===== src/hw/rtl/gbq_pkg.sv =====
// ----------------------------------------------------------------------------
// Generation ring queue package
// Shared types, command codes, sequencer states and constants for the
// generation ring broadcast queue.
// ----------------------------------------------------------------------------
package gbq_pkg;

   localparam int RING_DEPTH_DEFAULT = 2048;
   localparam int BURST_DEFAULT      = 64;

   localparam int CSR_W  = 12;
   localparam int GEN_W  = 32;
   localparam int CD_W   = 7;
   localparam int FLD_W  = 16;
   localparam int ENTRY_W = 4 * FLD_W;

   localparam logic [CSR_W-1:0] RING_LENGTH_RESET = 12'd2048;

   localparam logic [CD_W-1:0] COUNTDOWN_START = 7'd100;
   localparam logic [CD_W-1:0] SPEEDUP_ABOVE   = 7'd6;
   localparam logic [CD_W-1:0] SPEEDUP_STEP    = 7'd5;

   typedef enum logic [2:0] {
      CMD_WRITE  = 3'd0,
      CMD_MARK   = 3'd1,
      CMD_WIPE   = 3'd2,
      CMD_RELOAD = 3'd3,
      CMD_TICK   = 3'd4
   } command_type;

   typedef enum logic [2:0] {
      ST_IDLE,
      ST_EXEC,
      ST_READ,
      ST_LOOK,
      ST_EMIT
   } state_type;

   // Outcome of the reader position check.
   typedef struct packed {
      logic overrun;
      logic empty;
   } check_type;

endpackage


===== src/hw/rtl/gbq_check.sv =====
// ----------------------------------------------------------------------------
// Reader position check
// Compares the reader's generation and offset against the writer's and
// reports whether the reader has been lapped or has caught up.
// ----------------------------------------------------------------------------
module gbq_check #(
   parameter int OFS_W = 11,
   parameter int LEN_W = 12
) (
   input  logic [gbq_pkg::GEN_W-1:0] read_gen,
   input  logic [gbq_pkg::GEN_W-1:0] write_gen,
   input  logic [OFS_W-1:0]          read_ofs,
   input  logic [OFS_W-1:0]          write_ofs,
   input  logic [LEN_W-1:0]          wrap_len,
   input  logic [LEN_W-1:0]          cur_len,
   output gbq_pkg::check_type        result
);
   import gbq_pkg::*;

   logic one_behind;

   // One generation behind is still fine if the ring length has not moved
   // and the writer has not yet passed the reader's offset.
   assign one_behind = (read_gen + GEN_W'(1) == write_gen) &&
                       (wrap_len == cur_len) && (write_ofs < read_ofs);

   assign result.overrun = (read_gen != write_gen) && !one_behind;
   assign result.empty   = (read_ofs == write_ofs);

endmodule


===== config.mk =====
export PLATFORM = sky130hd
export DESIGN_NAME = gbq_check
export DESIGN_NICKNAME = d
export VERILOG_FILES = /design/src/hw/rtl/gbq_pkg.sv /design/src/hw/rtl/gbq_check.sv
export SDC_FILE = /design/constraint.sdc
export NUM_CORES = 1
export LEC_CHECK = 0
export BUFFER_PORTS_ARGS = -buffer_cell sky130_fd_sc_hd__buf_2
export CELL_PAD_IN_SITES_DETAIL_PLACEMENT = 1
export CELL_PAD_IN_SITES_GLOBAL_PLACEMENT = 1
export CORE_AREA = 8 8 83 85
export DETAILED_ROUTE_END_ITERATION = 7
export DIE_AREA = 0 0 91 93
export GPL_ROUTABILITY_DRIVEN = 0
export PLACE_DENSITY = 0.95
export SLEW_MARGIN = 30
export SYNTH_ARGS = -nofsm -noshare
export SYNTH_HDL_FRONTEND = slang
export SYNTH_SLANG_ARGS = --single-unit

===== constraint.sdc =====
create_clock -name vclk -period 5.7
set_input_delay 0.285 -clock vclk [all_inputs]
set_output_delay 0.285 -clock vclk [all_outputs]
set_load 0.01 [all_outputs]

# Word-level counts from Yosys, hierarchy flattened
# Index checks and enable logic that the tools add are counted.
dict set report word_totals {
  word_cells 10
  ff_bits 0
}
dict set report op_classes {
  add_sub_neg 1
  reduce_logical 4
  magnitude_cmp 1
  eq_ne 4
}
# cell count
set ops {}
lappend ops {{adder 32 x 1 -> 32 bit (second input constant)} 1}
lappend ops {{equality test 32 bit} 1}
lappend ops {{inequality test 32 bit} 1}
lappend ops {{equality test 12 bit} 1}
lappend ops {{equality test 11 bit} 1}
lappend ops {{less-than comparator 11 bit} 1}
lappend ops {{logical AND 1 bit} 3}
lappend ops {{zero test 1 bit} 1}

# Longest topological paths before layout
# Gate-level depths: netlist of the first run.
dict set report depth {
  ltp_word 6
  depth_mapped 9
  mapped_depth_nobuf 9
}

# Worst setup path before layout of the first run
# No wires, ideal clock.
dict set report synth_timing {
  path_kind {input -> output}
  startpoint {in read_ofs[10]}
  endpoint {out result[1] (netlist name)}
  required_ns 5.415
  arrival_time_ns 2.474
  cell_stages 9
  setup_slack_ns 2.941
  path_cell_list {inv_1 -> ha_1 -> and4_1 -> and2_1 -> a2111o_1 -> a2111oi_0 -> or4b_1 -> nor4_1 -> a21oi_1}
}
# item line
set synth_lines {}
lappend synth_lines {{start: declaration} gbq_check.sv:12} ;# input logic [OFS_W-1:0] read_ofs,
lappend synth_lines {{end: declaration} gbq_check.sv:16} ;# output gbq_pkg::check_type result

==> out/qor.csv, run 1 <==
metric,value,unit
fin. max-slew vios,0,
initial antenna violation count,0,
"Cell Chain, Critical Path",buf_2 > ha_1 > nand4_1 > nor4_4 > and3_2 > o22ai_1 > or4b_1 > nor4_1 > a21oi_1 > buf_2,
final number of setup-violating endpoints,0,
post-synth top area cell,xnor2_1,
FILL cells,798,
post-synthesis cell count,251,
Yosys top cell area share,14.5,%
ANT cells,0,
max cap viols,0,
Max Freq,0.301,GHz
Leak Pwr,0.00106,µW
Max VDD drop,0.0275,mV
area of the multi-input gates,1660,µm²
CP max-delay cell,or4b_1,
complex-gate fraction of the synthesized area,15.2,%
crit-path max cell delay,0.50,ns
Critical Path End Type,output pin,
Reg area,0,µm²
post-synthesis cell area,1810,µm²
adder-cell share of the synthesized area,8.31,%
Die Y,93,µm
outcome,finished clean,
CP required,5.41,ns
Port Buf Inserts,112,
first-iteration detailed-routing DRC count,123,
Post-Synth Simple-Gate Area,39.5,%
DRT antenna net count,0,
Core Footprint,5680,µm²
Worst-Margin Slew,0.782,ns
Post-Synth XOR/XNOR Area,28.6,%
placed cell count,428,
syn nets,373,
Unique masters post-synth,47,
Hold Path Stages,5,
RSZ-0062 raised after global routing,false,
sequential-to-total area share from yosys stat,0,%
cts hold-fix bufs,0,
CP startpoint kind,input port,
Via Count,2378,
P&R area growth vs syn,31.6,%
sequential cells,0,
Die Wd,91,µm
share of cells above drive strength 1,34.0,%
largest net degree at the start of global routing,13,
post-CTS sizing,0,
post-synthesis mux area share,0.554,%
Fin. Hold Viols,0,
GRT overflow,0,
yosys warns,0,
total wire length,7.55,mm
Power Density,67.3,nW/µm²
min-delay src,write_ofs[3],
Worst Hold Class,in -> out,
DRC violations left,0,
Final period util,58.3,%
first-pass GRT wire length,12.4,mm
# rows,28,
I/O pin count,112,
setup bufs post-CTS,0,
CP Class,in -> out,
DP HPWL,6.81,mm
Worst Path Max Fanout,10,
post-route setup TNS,0,ns
vias per cell,5.56,
worst relative slew slack,47.4,%
Routed WL per cell,17.6,µm
synthesized area per cell,7.20,µm²
minimum clock period,3.32,ns
Hold EP,result[0],
Total GRT Usage,17.1,%
"top cells by area, synth","xnor2_1, xor2_1, ha_1",
largest family of logic cells by synthesized area,simple AND/OR/NAND/NOR gates,
CP most frequent cell,buf_2,
clkbuf count,0,
number of global-route vias before repair,2591,
Critical Path AT,3.04,ns
die area,8460,µm²
initial core utilization,31.8,%
layout net count,477,
drt first pass iters,4,
Finished Layout Cells,428,
## worst max-delay path: cells and delay by family
family | cells | cell delay [ns]
AO/OA/AOI/OAI | 2 | 0.19
adder cells (fa/ha/maj) | 1 | 0.40
AND/OR/NAND/NOR | 5 | 1.83
buffers and inverters | 2 | 0.33
## metrics by stage
step	cell area [µm²]	hold WS [ns]	utilization (%)	power [µW]	worst slack, ns
CTS	2380	1.12	41.9	160	2.42
global route	2380	1.14	41.9	177	2.24
finish	2380	1.11	41.9	160	2.38
floorplan	1810	0.897	-	88.0	2.94
detailed placement	2380	1.11	41.9	159	2.43
global placement	2380	1.11	41.9	153	2.53
## power breakdown
group	switching (µW)	total [µW]	internal (µW)	leakage (µW)
Clock	0	0	0	0
Sequential	0	0	0	0
Combinational	86.9	160	73.2	0.00106
## placed cells by master, fill, tap and decap left out, types with 3 or more instances in the layout
cell,n
buf_2,112
xnor2_1,30
xor2_1,29
nand4_1,17
inv_1,16
nand2_1,16
nor3_1,13
nor4_1,12
ha_1,12
a21oi_1,10
nand3_1,10
o21ai_0,7
nor2_1,7
and3_1,6
a31oi_1,6
and4_1,5
and2_1,4
o2111ai_1,3
and3_2,3
nand3b_1,3
## how the worst max path moves through the flow
stage	from	endpoint	slack, ns
final	read_gen[0]	result[1]	2.38
after global routing	read_gen[0]	result[1]	2.24
after CTS	read_gen[0]	result[1]	2.42
after detailed placement	read_gen[0]	result[1]	2.43
after global placement	read_ofs[10]	result[1]	2.53
after floorplan	read_ofs[10]	result[1]	2.94
## per-layer routing
layer | GRT usage, % | up-vias | share of wire (%)
met5 | 0 | - | 0
li1 | - | 1151 | -
met2 | 31.9 | 80 | 51
met1 | 20.1 | 1135 | 41
met4 | 3.41 | 0 | 2.0
met3 | 2.72 | 12 | 5.7
## cells by family (layout without fill, tap and decap cells)
family / Yosys count / in the layout
adders and majority gates: 12 / 12
buffers and inverters: 26 / 128
xor gates and xnor gates: 59 / 59
AOI/OAI and AO/OA: 41 / 41
muxes: 1 / 1
and+or+nand+nor: 112 / 112
## cell type report
type / count / share of cell area (%)
Multi-Input combinational cell: 225 / 70.0
Timing Repair Buffer: 112 / 23.6
Tap cell: 75 / 3.95
Inverter: 16 / 2.52
## synth_stat cells, types with 3 or more instances
cell and count:
nor4_1 12, and3_1 6, ha_1 12, nor2_1 7, and4_1 5, a21oi_1 10, nand3b_1 3, xnor2_1 30
and2_1 4, buf_6 3, nand2_1 16, nand3_1 10, inv_1 16, o2111ai_1 3, nand4_1 17, o21ai_0 7
and3_2 3, xor2_1 29, a31oi_1 6, nor3_1 13
Note: power is estimated with default switching activity, not from simulation.
==> run 2: changes to the inputs <==
CORE_AREA = 8 8 87 89   (was 8 8 83 85)
DIE_AREA = 0 0 95 97   (was 0 0 91 93)
PLACE_DENSITY = 0.89   (was 0.95)
clock period = 3.15 ns   (was 5.7 ns; I/O delays follow)
==> run 2 against run 1 <==
- die area grew 8.9%
- sequential share of layout area unchanged
- sequential cell count did not move
- non-clock buffer count grew 4
- total power grew 80%
- first-iteration DRC count is 15% lower
- critical endpoint unchanged
- largest cell class unchanged
==> out/qor.csv, run 2 (same netlist as run 1, synthesis figures left out) <==
metric,value,unit
outcome,finished clean,
layout net count,481,
fin. max-slew vios,0,
Routed WL per cell,17.1,µm
post-CTS sizing,0,
post-route setup TNS,0,ns
drt first pass iters,4,
Power Density,120,nW/µm²
P&R area growth vs syn,33.4,%
Total GRT Usage,15.4,%
I/O pin count,112,
Critical Path AT,2.77,ns
routed wl met3,495,µm
min-delay src,write_ofs[1],
initial core utilization,29.1,%
initial antenna violation count,0,
Die Y,97,µm
Worst Hold Class,in -> out,
Worst Path Max Fanout,4,
most frequent cells in the layout,"buf_2, xnor2_1, xor2_1",
vias per cell,5.36,
Hold Slack,0.851,ns
Die Wd,95,µm
Max VDD drop,0.0534,mV
# rows,29,
Via Count,2325,
Hold Path Stages,5,
DRC violations left,0,
Worst-Margin Slew,0.664,ns
met1 wire length,3.14,mm
CP required,2.99,ns
number of global-route vias before repair,2493,
Leak Pwr,0.00108,µW
DR top layer,met4,
post-route cell area,2410,µm²
final number of setup-violating endpoints,0,
GRT overflow,0,
minimum clock period,2.92,ns
Reg area,0,µm²
Max Freq,0.342,GHz
Port Buf Inserts,112,
share of cells above drive strength 1,34.7,%
die area,9220,µm²
"commonest non-fill, non-tap cell in the layout",buf_2,
total wire length,7.42,mm
largest net degree at the start of global routing,13,
DP HPWL,6.73,mm
setup bufs post-CTS,0,
clkbuf count,0,
met2 WL post-DR,3.74,mm
DRT antenna net count,0,
Hold EP,result[0],
Fin. Hold Viols,0,
cts hold-fix bufs,0,
Critical Path End Type,output pin,
CP startpoint kind,input port,
Area after DPL,2410,µm²
first-iteration detailed-routing DRC count,104,
ANT cells,0,
Final period util,92.8,%
worst relative slew slack,55.3,%
first-pass GRT wire length,12.0,mm
RSZ-0062 raised after global routing,false,
Core Footprint,6200,µm²
sequential cells,0,
CP Class,in -> out,
max cap viols,0,
## run 2: cell types whose count changed in the layout (fill, tap and decap cells not counted)
cell	before	now
buf_4	0	4
## run 2: metal layers
metal | up-vias | global-route usage [%]
met5 | - | 0
met2 | 72 | 28.5
met1 | 1095 | 19.0
met4 | 0 | 0.962
li1 | 1154 | -
met3 | 4 | 1.70
## run 2: area by class of cell
type,instances,area [µm²]
repair buffers,116,591
multi-input cells,225,1660
inverters,16,60.1
well taps,77,96.3
fillers,821,3790
## run 2: worst max-delay path, cell delays in order
cell	delay, ns
buf_2	0.08
inv_1	0.04
ha_1	0.33
and4_1	0.22
and2_1	0.15
a2111o_1	0.36
a2111oi_0	0.36
or4b_1	0.48
nor4_1	0.30
a21oi_1	0.12
buf_2	0.17
## run 2: per-stage QoR
step,power (µW),setup slack [ns],util (%),cells
after global routing,319,0.0217,38.9,434
after detailed placement,287,0.226,38.9,434
after floorplan,159,0.646,-,251
final,288,0.227,38.9,434
after CTS,289,0.224,38.9,434
after global placement,278,0.251,38.9,434
## run 2: how the worst max path moves through the flow
stage,endpoint,cells after the start,start
finish,result[1],11,read_ofs[10]
global route,result[1],9,read_gen[1]
CTS,result[1],11,read_ofs[10]
detailed placement,result[1],11,read_ofs[10]
global placement,result[1],11,read_ofs[10]
floorplan,result[1],9,read_ofs[10]
## run 2: power breakdown
group | leakage (µW) | total (µW) | internal [µW] | switching [µW]
Combinational | 0.00108 | 288 | 132 | 156
Sequential | 0 | 0 | 0 | 0
Clock | 0 | 0 | 0 | 0
